<file path="config.mk">
export PLATFORM = sky130hd
export DESIGN_NAME = signed_int_to_decimal_ascii_unit
export DESIGN_NICKNAME = d
export VERILOG_FILES = /design/src/rtl/core/sitd_pkg.sv /design/src/rtl/core/sitd_front.sv /design/src/rtl/core/sitd_queue.sv /design/src/rtl/core/sitd_back.sv /design/src/rtl/core/signed_int_to_decimal_ascii_unit.sv
export SDC_FILE = /design/constraint.sdc
export NUM_CORES = 1
export LEC_CHECK = 0
export BUFFER_PORTS_ARGS = -buffer_cell sky130_fd_sc_hd__buf_2
export CAP_MARGIN = 10
export CORE_MARGIN = 1.5
export CORE_UTILIZATION = 60
export CTS_CLUSTER_SIZE = 40
export DETAILED_ROUTE_END_ITERATION = 16
export GPL_TIMING_DRIVEN = 0
export PLACE_DENSITY = 0.78
export SYNTH_ARGS = -nofsm -noshare
export SYNTH_HDL_FRONTEND = slang
export SYNTH_SLANG_ARGS = --single-unit
</file>
<file path="constraint.sdc">
create_clock -name i_clk -period 8.2 [get_ports i_clk]
set_input_delay 1.23 -clock i_clk [delete_from_list [all_inputs] [get_ports i_clk]]
set_output_delay 1.23 -clock i_clk [all_outputs]
set_load 0.02 [all_outputs]
</file>
<file path="src/rtl/core/sitd_pkg.sv">
package sitd_pkg;

    localparam int unsigned VAL_W      = 64;
    localparam int unsigned IND_W      = 4;
    localparam int unsigned CHR_W      = 8;
    localparam int unsigned NUM_DIGITS = 20;
    localparam int unsigned BCD_W      = 4 * NUM_DIGITS;

    localparam logic [CHR_W-1:0] CH_TAB   = 8'd9;
    localparam logic [CHR_W-1:0] CH_MINUS = 8'd45;
    localparam logic [CHR_W-1:0] CH_ZERO  = 8'd48;

    typedef struct packed {
        logic [IND_W-1:0] tabs;
        logic             neg;
        logic [VAL_W-1:0] mag;
    } t_job;

    typedef struct packed {
        logic full;
        logic empty;
    } t_q_stat;

endpackage

</file>
<file path="src/rtl/core/sitd_front.sv">
module sitd_front
    import sitd_pkg::*;
#(
    parameter int unsigned MAX_INDENT = 15
) (
    input  logic [VAL_W-1:0] i_value,
    input  logic [IND_W-1:0] i_indent,
    output t_job             o_job
);

    localparam logic [IND_W-1:0] LIM =
        (MAX_INDENT > 15) ? 4'd15 : IND_W'(MAX_INDENT);

    logic [IND_W-1:0] lvl;

    always_comb begin
        lvl        = (i_indent > LIM) ? LIM : i_indent;
        o_job.tabs = (lvl > 4'd1) ? (lvl - 4'd1) : 4'd0;
        o_job.neg  = i_value[VAL_W-1];
        o_job.mag  = i_value[VAL_W-1] ? ((~i_value) + 64'd1) : i_value;
    end

endmodule

</file>
<file path="src/rtl/core/sitd_queue.sv">
module sitd_queue
    import sitd_pkg::*;
(
    input  logic    i_clk,
    input  logic    i_rst_n,
    input  logic    i_push,
    input  t_job    i_job,
    input  logic    i_pop,
    output t_job    o_job,
    output t_q_stat o_stat
);

    t_job       r_mem [2];
    logic       r_wptr;
    logic       r_rptr;
    logic [1:0] r_count;

    assign o_job        = r_mem[r_rptr];
    assign o_stat.full  = (r_count == 2'd2);
    assign o_stat.empty = (r_count == 2'd0);

    always_ff @(posedge i_clk) begin
        if (i_push) begin
            r_mem[r_wptr] <= i_job;
        end
    end

    always_ff @(posedge i_clk) begin
        if (!i_rst_n) begin
            r_wptr  <= 1'b0;
            r_rptr  <= 1'b0;
            r_count <= 2'd0;
        end else begin
            if (i_push) begin
                r_wptr <= ~r_wptr;
            end
            if (i_pop) begin
                r_rptr <= ~r_rptr;
            end
            case ({i_push, i_pop})
                2'b10:   r_count <= r_count + 2'd1;
                2'b01:   r_count <= r_count - 2'd1;
                default: r_count <= r_count;
            endcase
        end
    end

endmodule

</file>
<file path="src/rtl/core/sitd_back.sv">
module sitd_back
    import sitd_pkg::*;
(
    input  logic             i_clk,
    input  logic             i_rst_n,
    input  t_job             i_job,
    input  t_q_stat          i_q_stat,
    output logic             o_pop,
    output logic             o_tvalid,
    input  logic             i_tready,
    output logic [CHR_W-1:0] o_tdata,
    output logic             o_tlast
);

    localparam int unsigned STEPS = VAL_W / 2;
    localparam int unsigned CNT_W = $clog2(STEPS);
    localparam int unsigned IDX_W = $clog2(NUM_DIGITS);

    typedef enum logic [3:0] {
        S_IDLE = 4'b0001,
        S_CONV = 4'b0010,
        S_SCAN = 4'b0100,
        S_EMIT = 4'b1000
    } t_state;

    function automatic logic [BCD_W-1:0] dd_adj(input logic [BCD_W-1:0] b);
        logic [BCD_W-1:0] r;
        logic [3:0]       nib;
        for (int i = 0; i < NUM_DIGITS; i++) begin
            nib        = b[4*i +: 4];
            r[4*i +: 4] = (nib >= 4'd5) ? (nib + 4'd3) : nib;
        end
        return r;
    endfunction

    t_state           r_state;
    logic [VAL_W-1:0] r_bin;
    logic [BCD_W-1:0] r_bcd;
    logic [CNT_W-1:0] r_cnt;
    logic [IND_W-1:0] r_tabs;
    logic             r_neg;
    logic [IDX_W-1:0] r_idx;
    logic             r_ovalid;
    logic [CHR_W-1:0] r_odata;
    logic             r_olast;

    logic [BCD_W-1:0] bcd_adj1;
    logic [BCD_W-1:0] bcd_adj2;
    logic [BCD_W-1:0] n_bcd1;
    logic [BCD_W-1:0] n_bcd2;
    logic [IDX_W-1:0] n_idx;
    logic             slot_free;
    logic             emit;
    logic [CHR_W-1:0] n_char;
    logic             n_last;
    logic [3:0]       dig;

    assign o_tvalid  = r_ovalid;
    assign o_tdata   = r_odata;
    assign o_tlast   = r_olast;
    assign slot_free = !r_ovalid || i_tready;
    assign o_pop     = (r_state == S_IDLE) && !i_q_stat.empty;
    assign emit      = (r_state == S_EMIT) && slot_free;

    // two shift-add-3 steps per cycle
    always_comb begin
        bcd_adj1 = dd_adj(r_bcd);
        n_bcd1   = {bcd_adj1[BCD_W-2:0], r_bin[VAL_W-1]};
        bcd_adj2 = dd_adj(n_bcd1);
        n_bcd2   = {bcd_adj2[BCD_W-2:0], r_bin[VAL_W-2]};
    end

    // highest nonzero digit, zero when all digits are zero
    always_comb begin
        n_idx = '0;
        for (int i = 0; i < NUM_DIGITS; i++) begin
            if (r_bcd[4*i +: 4] != 4'd0) begin
                n_idx = IDX_W'(i);
            end
        end
    end

    always_comb begin
        dig = r_bcd[4*r_idx +: 4];
        if (r_tabs != '0) begin
            n_char = CH_TAB;
            n_last = 1'b0;
        end else if (r_neg) begin
            n_char = CH_MINUS;
            n_last = 1'b0;
        end else begin
            n_char = CH_ZERO + {4'd0, dig};
            n_last = (r_idx == '0);
        end
    end

    always_ff @(posedge i_clk) begin
        if (!i_rst_n) begin
            r_state  <= S_IDLE;
            r_ovalid <= 1'b0;
        end else begin
            if (emit) begin
                r_ovalid <= 1'b1;
            end else if (i_tready) begin
                r_ovalid <= 1'b0;
            end
            case (r_state)
                S_IDLE: begin
                    if (o_pop) begin
                        r_state <= S_CONV;
                    end
                end
                S_CONV: begin
                    if (r_cnt == CNT_W'(STEPS - 1)) begin
                        r_state <= S_SCAN;
                    end
                end
                S_SCAN: begin
                    r_state <= S_EMIT;
                end
                S_EMIT: begin
                    if (emit && n_last) begin
                        r_state <= S_IDLE;
                    end
                end
                default: begin
                    r_state <= S_IDLE;
                end
            endcase
        end
    end

    always_ff @(posedge i_clk) begin
        case (r_state)
            S_IDLE: begin
                r_bin  <= i_job.mag;
                r_bcd  <= '0;
                r_cnt  <= '0;
                r_tabs <= i_job.tabs;
                r_neg  <= i_job.neg;
            end
            S_CONV: begin
                r_bcd <= n_bcd2;
                r_bin <= {r_bin[VAL_W-3:0], 2'b00};
                r_cnt <= r_cnt + 1'b1;
            end
            S_SCAN: begin
                r_idx <= n_idx;
            end
            S_EMIT: begin
                if (emit) begin
                    if (r_tabs != '0) begin
                        r_tabs <= r_tabs - 1'b1;
                    end else if (r_neg) begin
                        r_neg <= 1'b0;
                    end else if (r_idx != '0) begin
                        r_idx <= r_idx - 1'b1;
                    end
                end
            end
            default: begin
                r_cnt <= '0;
            end
        endcase
        if (emit) begin
            r_odata <= n_char;
            r_olast <= n_last;
        end
    end

endmodule

</file>
<file path="src/rtl/core/signed_int_to_decimal_ascii_unit.sv">
// Renders a signed 64-bit integer as ASCII: indent-1 tabs (indent saturates at
// MAX_INDENT), a '-' for negative values, then the decimal digits with no
// leading zeros; the last character of each number carries tlast. While
// characters are emitted and the output is ready, one character leaves per
// cycle. For each number the back end dequeues it, converts it to BCD at two
// bits per cycle, scans for the highest nonzero digit and then emits its
// characters. A two-entry queue between the input side and the converter lets
// up to two further numbers be taken while one is being converted or its characters are waiting on the output.
module signed_int_to_decimal_ascii_unit
    import sitd_pkg::*;
#(
    parameter int unsigned MAX_INDENT = 15
) (
    input  logic        i_clk,
    input  logic        i_rst_n,
    input  logic        i_s_axis_tvalid,
    output logic        o_s_axis_tready,
    input  logic [71:0] i_s_axis_tdata,  // value[63:0], indent[67:64], zero pad
    output logic        o_m_axis_tvalid,
    input  logic        i_m_axis_tready,
    output logic [7:0]  o_m_axis_tdata,  // out_char[7:0]
    output logic        o_m_axis_tlast
);

    t_job    front_job;
    t_job    q_job;
    t_q_stat q_stat;
    logic    push;
    logic    pop;

    assign o_s_axis_tready = !q_stat.full;
    assign push            = i_s_axis_tvalid && !q_stat.full;

    sitd_front #(
        .MAX_INDENT (MAX_INDENT)
    ) u_front (
        .i_value  (i_s_axis_tdata[VAL_W-1:0]),
        .i_indent (i_s_axis_tdata[VAL_W +: IND_W]),
        .o_job    (front_job)
    );

    sitd_queue u_queue (
        .i_clk   (i_clk),
        .i_rst_n (i_rst_n),
        .i_push  (push),
        .i_job   (front_job),
        .i_pop   (pop),
        .o_job   (q_job),
        .o_stat  (q_stat)
    );

    sitd_back u_back (
        .i_clk    (i_clk),
        .i_rst_n  (i_rst_n),
        .i_job    (q_job),
        .i_q_stat (q_stat),
        .o_pop    (pop),
        .o_tvalid (o_m_axis_tvalid),
        .i_tready (i_m_axis_tready),
        .o_tdata  (o_m_axis_tdata),
        .o_tlast  (o_m_axis_tlast)
    );

    a_q_stat: assert property (@(posedge i_clk) disable iff (!i_rst_n)
        !(q_stat.full && q_stat.empty))
        else $error("queue both full and empty");

    a_last_digit: assert property (@(posedge i_clk) disable iff (!i_rst_n)
        (o_m_axis_tvalid && o_m_axis_tlast) |->
            (o_m_axis_tdata >= CH_ZERO && o_m_axis_tdata <= CH_ZERO + 8'd9))
        else $error("last character is not a digit");

    a_pop_idle: assert property (@(posedge i_clk) disable iff (!i_rst_n)
        pop |=> !pop)
        else $error("second dequeue while converting");

endmodule

</file>
==> metrics list, run 1 <==
* Run status: completed
* Row Count: 63
- Distinct cell type count after synthesis: 62
* Count of input and output buffers: 80
* Wire length of the first global-routing pass: 65580 µm
- Num ports: 87
- For this run, the register share of the synthesized area comes to 50.93%.
* Clock root buffer master: clkbuf_16
- Average wire length per cell after detail routing: 19.16 µm
* Type of destination of the critical path: flop
* Total of max-cap violations: 0
- H-Tree Level Count: 2
- Required time worst endpoint: 8.44 ns
- Unrepaired setup endpoints after global routing: no
- Hold buffer count at cts: 0
- Antenna Violating Nets Remaining: 0
- In this run the biggest area consumer among cell types represents 49.84% of the synthesized area.
- Pre-Repair DR Iteration Count: 7
- Yosys Warn Count: 0
- The most used flip-flop cell after synthesis is edfxtp_1.
- Post-cts sizing count: 0
* Startpoint of the tightest hold check path: u_back.r_bin[62]
* Worst path arrival time: approximately 4 ns
* Slew Viols, Final: 0
- For this run, design rule violations remaining after detail routing come to 0.
- Timing would allow up to approximately 260 MHz.
* Detailed router's first-iteration violation count: approximately 1300
- Final-layout fill cell count: 2150
- Number of enable flip-flop cells after synthesis: 304
* Number of synthesized register bits: 314
- DRT Wirelength: 40870 µm
- Weighted congestion at the end of routability-driven global placement: 0.8902
- TritonCTS built the clock tree.
- Accumulated negative setup slack: 0 ns
- Counting flops with an async set or reset pin after synthesis yields a share of 0%.
- Path class of the lowest-slack min-delay path: flop to flop
- Placeable core region: approximately 30000 µm²
- In this run the critical register-to-register path is captured at u_back.r_bcd[4].
* Die area: 31580 µm²
* Area growth from synthesis to layout: 11.69%
* Main area contributors after synthesis: edfxtp_1 50%, mux2i_1 6.7%, ha_1 6.1%
* Library cell with the highest instance count after synthesis: edfxtp_1
- Via count: 12966
* GR Overflow Total: 0
- Die extent in x: 177.7 µm
- Synthesized instance count: 1594
- Initial cell density of the core: 61.31%
- Fraction of synthesized cell area in xor and xnor cells: under 10%
- The worst pin sits at a relative slew slack of 34.72%.
- Adder and majority gate portion of the synthesized area: 6.148%
- Largest net degree at the start of global routing: 67
* Power density cells: 342.2 nW/µm²
- The path with the worst hold slack has its endpoint at u_back.r_bcd[0].
- Nets: around 1900
- Largest family of logic cells by synthesized area: simple AND/OR/NAND/NOR gates
- After clock tree synthesis, the setup repair step added 0 buffers.
- Kind of critical path: input port to flop
* Height of the die: ~180 µm
* Mux cell area share after synthesis: 10.72%
- Number of setup violations in the final report: 0
- Clock transition at path regs: 0.06 ns
- Summing every instance area after synthesis gives 18320 µm².
- Across the VDD grid, the largest voltage drop is 0.1973 mV.
- CTS saw 314 sinks.
- Of all nets on the critical path, the largest fanout is 10.
- Worst Tran Pin Value: approximately 0.98 ns
- The number of antenna violations at the first check in global routing was 1.
* Half-perimeter wire length of the detailed placement result: just under 30000 µm
* Synth Area in Compound Gates: 11.46%
- Worst-skew pair later-pin latency: 0.52 ns
- In this run the mean area of a mapped cell was approximately 11 µm².
* Number of buffers created by CTS: 34
* Slack of the worst reg-to-reg path: 4.68 ns
- Element type at the critical path start: input port
- Maximum root-to-sink buffer count: 3
- The number of global-route vias before repair is roughly 13000.
* R2R Path Start: u_back.r_state[2]
- Along the worst hold path, the cell count comes to 1.
- The worst path needs 3.870 ns of the cycle, external delays included.
- Synth Area in Simple Gates: 13.23%
- The worst register-to-register path has a depth of 8.
- After detailed routing, the number of vias per cell comes to around 6.1.
- Share of the cycle needed by the critical path after routing: 47.19%
- Top cell type by total area after synthesis: edfxtp_1
- Overall power consumption after layout is estimated at roughly 7.0 mW.
- Global routing consumed, over all layers together, 26.50% of the routing resources.
- Layout cells sized above 1: around an eighth
- Leak pwr: 7.288 nW
* Final-report hold violation count: 0
- After synthesis, the most frequently instantiated cells are 304 x edfxtp_1, 162 x nand2_1, 132 x o21ai_0.
- The repair_antennas step left the layout with diodes totalling 0.
* Setup clock skew after layout: approximately 0.014 ns
-- how the worst max path moves through the flow --
| stage | from | endpoint | slack, ns | cells after the start |
|---|---|---|---|---|
| floorplan | u_back.r_state[2] | u_back.r_bcd[0] | 3.26 | 6 |
| global placement | u_back.r_state[2] | u_back.r_bin[20] | 0.94 | 6 |
| global route | i_s_axis_tdata[10] | u_queue.r_mem[1][63] | 4.16 | 6 |
| finish | i_s_axis_tdata[10] | u_queue.r_mem[1][63] | 4.33 | 6 |
| detailed placement | i_s_axis_tdata[10] | u_queue.r_mem[0][63] | 3.85 | 6 |
| CTS | i_s_axis_tdata[10] | u_queue.r_mem[1][63] | 4.38 | 6 |
-- report_power, final --
| group | switching [mW] | internal, mW |
|---|---|---|
| clock network | 0.619 | 0.909 |
| registers | 0.300 | 2.41 |
| logic | 1.64 | 1.12 |
-- critical path: stages --
cell and delay [ns]:
buf_2 0.12, or4_1 0.66, nor4_1 0.79, nand3_2 0.41, buf_2 0.33, nor4_1 0.57
-- metrics by stage --
step           cells  util [%]  hold WS (ns)  instance area, µm²  setup slack (ns)
3_5_place_dp    2071     64.79        0.5106               19360             3.851
6_report        2133     68.48        0.5258               20460             4.330
5_1_grt         2133     68.48        0.5468               20460             4.161
4_1_cts         2133     68.48        0.5293               20460             4.378
2_1_floorplan   1595         -        0.4906               18320             3.255
3_3_place_gp    2065     64.30        0.5009               19210            0.9392
-- placed cells by master, fill, tap and decap left out, types with 35 or more instances in the layout --
cell type / synthesis / layout
nand2_1: 162 / 161
o21ai_0: 132 / 132
buf_2: 2 / 82
mux2i_1: 123 / 123
clkbuf_16: 0 / 35
ha_1: 90 / 90
xnor2_1: 84 / 84
nor3b_1: 47 / 47
clkbuf_1: 47 / 62
nor2_1: 71 / 70
o31ai_1: 41 / 41
a21oi_1: 63 / 63
edfxtp_1: 304 / 304
inv_1: 78 / 78
-- metal layers --
metal / track usage (%) / share of wire, % / up-vias / routed length (µm)
li1: - / - / 6155 / -
met1: 33.67 / 41 / 6257 / 16900
met2: 46.53 / 50 / 462 / 20290
met3: 3.578 / 6.3 / 90 / 2584
met4: 9.104 / 2.7 / 2 / 1084
met5: 0 / 0.032 / - / 13
-- logic make-up (layout without fill, tap and decap cells) --
family                     after synthesis  count (layout)
AOI/OAI and AO/OA                      330             330
xor gates and xnor gates                93              93
adders and majority gates               90              90
buffers and inverters                  142             290
DFF                                    314             314
muxes                                  168             168
other                                    1               2
and+or+nand+nor                        456             456
-- area by class of cell --
| type | instances | area (µm²) | share of cell area [%] |
|---|---|---|---|
| clock inverter | 10 | 141.4 | 0.6911 |
| clock buffer | 52 | 959.7 | 4.691 |
| buffer | 64 | 265.3 | 1.297 |
| timing repair buffer | 86 | 523.0 | 2.556 |
| inverter | 78 | 292.8 | 1.431 |
| sequential | 314 | 9329 | 45.60 |
| tap | 390 | 488.0 | 2.385 |
| multi-input combinational | 1139 | 8459 | 41.35 |
-- flip-flops by register name, indices dropped and copies added, names as in the netlist, named ones only --
signal and cells:
u_back.r_state 4, u_back.r_bcd 80, u_queue.r_count 2, u_back.r_bin 64
u_queue.r_mem 138, u_back.o_tvalid 1, u_back.r_tabs 4, u_back.r_neg 1
u_back.o_tlast 1, u_back.o_tdata 6, u_queue.r_rptr 1, u_queue.r_wptr 1
u_back.r_idx 5, u_back.r_cnt 5
Note: power is estimated with default switching activity, not from simulation.
==> run 2, diff against run 1 <==
==> constraint.sdc (replaced) <==
create_clock -name i_clk -period 3.8 [get_ports i_clk]
set_input_delay 0.57 -clock i_clk [delete_from_list [all_inputs] [get_ports i_clk]]
set_output_delay 0.57 -clock i_clk [all_outputs]
set_load 0.02 [all_outputs]
==> metrics list, run 2 (synthesized netlist as in run 1, its figures left out) <==
- The flow ran to the end, and the final reports show no timing, DRC or antenna violations.
- Detailed router's first-iteration violation count: 1167 (-8.0%)
- The die area came to 31580 µm² (unchanged).
- Cell class contributing the biggest share of worst-path delay: buffers and inverters
- The half-perimeter wire length after placement is 28950 µm (-1.3%).
- Placeable core region: 29870 µm² (unchanged)
* Highest clock rate: just over 300 MHz
* Unrepaired setup endpoints after global routing: no
* Area growth from synthesis to layout: 11.37%
- Element type at the critical path start: flop
- Most common library cell in the layout ignoring fill and taps: edfxtp_1
- Critical-path cell list: clkbuf_1 -> nor4b_2 -> clkbuf_1 -> clkbuf_1 -> clkbuf_1 -> nand3_1 -> mux2i_1
- Clock root buffer master: clkbuf_16
- The filler-free cell count of the finished design came to 2130 (-0.14%).
- The clock tree buffer depth came to 3 (unchanged).
* Required time worst endpoint: 4.16 ns (-4.28 ns)
- Final-report hold violation count: 0 (unchanged)
- The highest net fanout along the worst path came to 10 (unchanged).
* GR Overflow Total: 0 (unchanged)
- Most used cell along the critical path: clkbuf_1
* Slowest cell on the critical path: clkbuf_1
- DRT Wirelength: 40490 µm (-0.94%)
- DRC: 0 (unchanged)
* Post-CTS setup buffers: 0 (unchanged)
- The horizontal die dimension was 177.7 µm (unchanged).
- The antenna diode count is 0 (unchanged).
- The flip-flop count of the largest register after layout came to 138 (unchanged).
- The worst hold path depth came to 1 (unchanged).
- Leak pwr: 7.259 nW (-0.39%)
- The number of global-route vias before repair was 12653 (-2.3%).
- Final design utilization: 68.28% (-0.20 points)
- Worst-skew pair later-pin latency: 0.53 ns (about the same)
* Setup clock skew after layout: 0.01924 ns (+0.005367 ns)
- Combined global-route utilization of all metal layers: 26.26% (-0.24 points)
* Row Count: 63 (unchanged)
- Largest net degree at the start of global routing: 117 (+75%)
- Num ports: 87 (unchanged)
- The largest registers in the layout are u_queue.r_mem (138), u_back.r_bcd (80), u_back.r_bin (64).
- The number of H-tree levels was 2 (unchanged).
* Share of the cycle needed by the critical path after routing: 86.86%
- Num Clock Sinks: 314 (unchanged)
- Post-cts sizing count: 0 (unchanged)
- Vias per cell: 6.040 (-0.63%)
* Type of destination of the critical path: flop
* Worst Tran Pin Value: 0.9795 ns (+0.0003732 ns)
- Height of the die: 177.7 µm (unchanged)
* Multi-input gate area in the final layout: 8468 µm² (+0.10%)
* Number of cell instances on the worst register-to-register path: 7 (-1)
- Pre-CTS WS: 0.2441 ns (-3.607 ns)
* Final-layout fill cell count: 2149 (-0.047%)
* Clock transition at path regs: 0.06 ns (about the same)
- The first-pass iteration count of the detailed router came to 6 (-1).
- The number of max-capacitance violations reported was 0 (unchanged).
- Nets: 1882 (-0.053%)
- CTS tree: built
- The highest cell delay on the worst timing path is 0.76 ns (-0.03 ns).
* Worst path arrival time: 3.66 ns (-0.45 ns)
* Wire length of the first global-routing pass: 64780 µm (-1.2%)
- Power density cells: 729.8 nW/µm² (+110%)
* Weighted congestion at the end of routability-driven global placement: 0.9009 (+1.2%)
* Antenna Violating Nets Remaining: 0 (unchanged)
- Kind of critical path: flop to flop
* Layout cells sized above 1: 13.33% (+0.14 points)
- The initial standard-cell utilization of the core was 61.31% (unchanged).
- Shortest period the worst path allows: 3.301 ns
* Slew Limit Headroom: 34.70% (about the same)
- More flip-flops sit in one register than any other, and that register is u_queue.r_mem.
- The post-layout worst setup margin is 0.4994 ns (-3.831 ns).
- Antenna violations before repair: 1 (unchanged)
- Area taken by flip-flops and latches: 9329 µm² (unchanged)
- The number of stages on the worst setup path was 7 (+1).
- The count of input and output buffers was 80 (unchanged).
- Path class of the lowest-slack min-delay path: input port to flop
- The worst hold margin is 0.2754 ns (-0.2504 ns).
- The average detailed-routed wire length per instance is 19.01 µm (-0.80%).
- The count of hold-fix buffers inserted at cts came to 0 (unchanged).
- Via count: 12866 (-0.77%)
* Number of buffers created by CTS: 34 (unchanged)
* Post-layout total power: 14.89 mW (+110%)
- Worst vdd ir: 0.5469 mV (+180%)
- Number of setup violations in the final report: 0 (unchanged)
- Leading cell types in the layout, fill and taps excluded: 304 x edfxtp_1, 161 x nand2_1, 132 x o21ai_0, 123 x mux2i_1, 90 x ha_1
- The placed instance count is 2070 (-0.048%).
- The buffering stage count on the worst path with inverters included came to 4 (+2).
* Slew Viols, Final: 0 (unchanged)
-- run 2: cell types whose count changed in the layout (fill, tap and decap cells not counted), moves of 2 or more --
| cell | delta |
|---|---|
| clkbuf_1 | -10 |
| bufinv_16 | -2 |
| clkinv_4 | +2 |
| clkinv_1 | +5 |
| clkinv_2 | +3 |
-- run 2: per-stage QoR --
| step | TNS (ns) | area [µm²] |
|---|---|---|
| finish | 0 | 20400 |
| global route | 0 | 20400 |
| CTS | 0 | 20400 |
| detailed placement | 0 | 19350 |
| global placement | -263.49 | 19210 |
| floorplan | 0 | 18330 |
-- run 2: cell type report --
class | instances | share of cell area, %
clock buffers | 40 | 4.330
inverters | 78 | 1.435
multi-input cells | 1139 | 41.51
well taps | 390 | 2.392
clock inverters | 20 | 0.8341
plain buffers | 64 | 1.300
repair buffers | 85 | 2.466
flip-flops and latches | 314 | 45.73
-- run 2: worst paths after layout --
kind	from	end	slack, ns
min reg2reg	u_back.r_bin[62]	u_back.r_bcd[0]	0.53
max reg2reg	u_back.r_state[2]	u_back.r_bcd[4]	0.50
min	i_s_axis_tdata[63]	u_queue.r_mem[0][64]	0.28
max	u_back.r_state[2]	u_back.r_bcd[4]	0.50
-- run 2: worst reg2reg max path: cells and delay by family (launching register included) --
| kind | cells | cell delay [ns] |
|---|---|---|
| flip-flops | 1 | 0.29 |
| multiplexers | 1 | 0.19 |
| buffers and inverters | 4 | 2.18 |
| AND/OR/NAND/NOR | 2 | 0.49 |
-- run 2: routing by layer --
layer	routed length, µm	GRT usage (%)
met5	13	0
met4	1232	9.699
met3	2559	4.135
met2	19970	45.78
met1	16710	32.98
-- run 2: power breakdown --
part           leakage, nW  switching (mW)  internal, mW  total [mW]
logic                 3.62            3.51          2.38        5.89
clock network        0.515            1.38          1.76        3.14
registers             3.13           0.653          5.20        5.86
==> run 3, diff against run 2 <==
--- a/config.mk
+++ b/config.mk
@@ -8,11 +8,11 @@
 export BUFFER_PORTS_ARGS = -buffer_cell sky130_fd_sc_hd__buf_2
 export CAP_MARGIN = 10
 export CORE_MARGIN = 1.5
-export CORE_UTILIZATION = 60
+export CORE_UTILIZATION = 56
 export CTS_CLUSTER_SIZE = 40
 export DETAILED_ROUTE_END_ITERATION = 16
 export GPL_TIMING_DRIVEN = 0
-export PLACE_DENSITY = 0.78
+export PLACE_DENSITY = 0.79
 export SYNTH_ARGS = -nofsm -noshare
 export SYNTH_HDL_FRONTEND = slang
 export SYNTH_SLANG_ARGS = --single-unit
==> constraint.sdc (replaced) <==
create_clock -name i_clk -period 2.9 [get_ports i_clk]
set_input_delay 0.435 -clock i_clk [delete_from_list [all_inputs] [get_ports i_clk]]
set_output_delay 0.435 -clock i_clk [all_outputs]
set_load 0.02 [all_outputs]
==> metrics list, run 3 (synthesized netlist as in run 1, its figures left out) <==
* Largest net degree at the start of global routing: 107 (-8.5%)
* Power density cells: 968.2 nW/µm² (+33%)
- Via count: 13007 (+1.1%)
* Share of the cycle needed by the critical path after routing: 95.01%
- Shortest period the worst path allows: 2.755 ns
* Die extent in x: 183.9 µm (+3.4%)
- Worst-skew pair later-pin latency: 0.54 ns (about the same)
- Average wire length per cell after detail routing: 18.97 µm (-0.23%)
- The initial detailed-routing violation count was 1084 (-7.1%).
- The worst hold path depth was 1 (unchanged).
- Slew Limit Headroom: 37.88% (+3.2 points)
- H-Tree Level Count: 2 (unchanged)
- Element type at the critical path start: input port
- The total CTS buffers came to 36 (+5.9%).
* Antenna violations before repair: 2 (+1)
* Worst path arrival time: 2.99 ns (-0.67 ns)
- Instance area at placement: 19420 µm² (+0.37%)
- The count of endpoints failing setup in the final report came to 0 (unchanged).
- The finished layout cell area came to 20600 µm² (+1.0%).
- Num Clock Sinks: 314 (unchanged)
* Total of max-cap violations: 0 (unchanged)
- Initial cell density of the core: 56.58% (-4.7 points)
- The clock tree buffer depth came to 3 (unchanged).
- Count of input and output buffers: 80 (unchanged)
- Launch point of the critical path: i_s_axis_tdata[10]
* Area growth from synthesis to layout: 12.49%
- DRC: 0 (unchanged)
- Wire length of the first global-routing pass: 65960 µm (+1.8%)
* Pre-Repair DR Iteration Count: 5 (-1)
* Leak pwr: 7.353 nW (+1.3%)
- Critical path buffers and inverters: 2 (-2)
- The flip-flop count of the largest register after layout was 138 (unchanged).
- The filler-free cell count of the finished design came to 2183 (+2.5%).
* Nets: 1881 (-0.053%)
- The endpoint required time on the critical path came to 3.13 ns (-1.03 ns).
- Row Count: 66 (+4.8%)
- Derived from the worst setup path, the maximum achievable clock frequency is 362.9 MHz.
- The run finished with clean final reports.
- Setup repair after global routing left no endpoint under its margin.
- Worst Hold Slack: 0.1267 ns (-0.1488 ns)
* Worst path setup slack after routing: 0.1447 ns (-0.3547 ns)
* Vias in the first global route: 13041 (+3.1%)
- CTS tree: built
- Num ports: 87 (unchanged)
* Post-CTS setup buffers: 0 (unchanged)
- The maximum ir drop on the vdd rail was 0.7834 mV (+43%).
* Capture instance of the worst register-to-register path: u_back.r_bcd[51]
- The worst setup path is captured at a flop.
- Walking the worst path, the cells encountered are buf_2 -> or4_1 -> nor4_4 -> nand3_2 -> clkbuf_1 -> o41ai_1 -> xnor2_1.
- Height of the die: 183.9 µm (+3.4%)
- The die area is 33800 µm² (+7.0%).
- Counting flops per register, the top entry is u_queue.r_mem.
* Worst Tran Pin Value: 0.9318 ns (-0.04771 ns)
- Vias per cell: 5.958 (-1.4%)
* Setup clock skew after layout: 0.02188 ns (+0.002639 ns)
- Number of cell instances on the worst register-to-register path: 7 (unchanged)
- Slowest cell on the critical path: or4_1
- The cell sitting at the root of the clock tree is a clkbuf_16.
* Final-report hold violation count: 0 (unchanged)
* Pre-CTS WS: -0.5584 ns (-0.8025 ns)
- R2R Path Start: u_back.r_state[2]
* Leading cell types in the layout, fill and taps excluded: 304 x edfxtp_1, 161 x nand2_1, 132 x o21ai_0, 123 x mux2i_1, 90 x ha_1
- The aggregate routed wire length was 41400 µm (+2.3%).
* Layout cells sized above 1: 14.31% (+0.98 points)
* Kind of critical path: input port to flop
- Cell class contributing the biggest share of worst-path delay: simple AND/OR/NAND/NOR gates
- Path class of the lowest-slack min-delay path: input port to flop
- The highest net fanout along the worst path is 10 (unchanged).
- Post-layout total power: 19.95 mW (+34%)
* Worst hold endpoint: u_queue.r_mem[1][64]
- The count of hold-fix buffers inserted at cts was 0 (unchanged).
- Startpoint of the tightest hold check path: i_s_axis_tdata[63]
- The overall routing resource usage was 24.80% (-1.5 points).
- Antenna Violating Nets Remaining: 0 (unchanged)
- Leaving out fill and tap cells, the most frequent cell in the layout is edfxtp_1.
- The clock-pin slew of the registers on the worst-case setup and hold paths came to 0.06 ns (about the same).
- Slew Viols, Final: 0 (unchanged)
* Top Registers: u_queue.r_mem (138), u_back.r_bcd (80), u_back.r_bin (64)
- The core area came to 32370 µm² (+8.4%).
- Placed Cells: 2122 (+2.5%)
* Weighted congestion at the end of routability-driven global placement: 0.9231 (+2.5%)
- The half-perimeter wire length after placement was 29280 µm (+1.1%).
* Slack of the worst reg-to-reg path: 0.23 ns (-0.27 ns)
- The highest cell delay on the worst timing path was 0.67 ns (-0.09 ns).
* GR Overflow Total: 0 (unchanged)
run 3: layout make-up:
cell class                 count  area [µm²]
clock inverter                11       136.4
sequential                   314        9329
clock buffer                  52        1022
tap                          442       553.0
buffer                        61       271.5
inverter                      78       292.8
fill                        2478       11770
multi-input combinational   1139        8486
timing repair buffer          85       510.5
antenna                        1       2.502
run 3: per-stage QoR:
stage	util, %	setup TNS, ns
2_1_floorplan	-	0
3_3_place_gp	59.59	-356.92
3_5_place_dp	59.99	-82.79
4_1_cts	63.64	0
5_1_grt	63.64	0
6_report	63.65	0
run 3: layer usage:
layer,track usage (%),up-vias,wire (µm)
met4,8.393,0,1114
met5,0,-,0
li1,-,6146,-
met2,43.14,464,20320
met3,3.922,89,2844
met1,31.57,6308,17120
run 3: power breakdown:
| group | switching, mW | internal [mW] | leakage (nW) | total (mW) |
|---|---|---|---|---|
| Combinational | 4.67 | 3.15 | 3.67 | 7.82 |
| Clock | 1.81 | 2.64 | 0.562 | 4.45 |
| Sequential | 0.863 | 6.82 | 3.13 | 7.68 |
| Total | 7.35 | 12.6 | 7.35 | 19.9 |
run 3: what timing repair did:
item                                    4_1_cts  5_1_grt
endpoints found under the setup margin      217        8
pin swaps                                     0        0
gates resized for setup                      14        6
run 3: how the worst max path moves through the flow:
stage                                       to  slack [ns]  depth (start not counted)
after floorplan            u_queue.r_mem[1][0]        0.09                          2
after global placement        u_back.r_bcd[50]       -1.51                          7
after detailed placement  u_queue.r_mem[0][63]       -0.56                          6
after CTS                    u_back.r_state[3]        0.01                          7
after global routing      u_queue.r_mem[0][63]        0.04                          6
final                     u_queue.r_mem[1][62]        0.14                          7
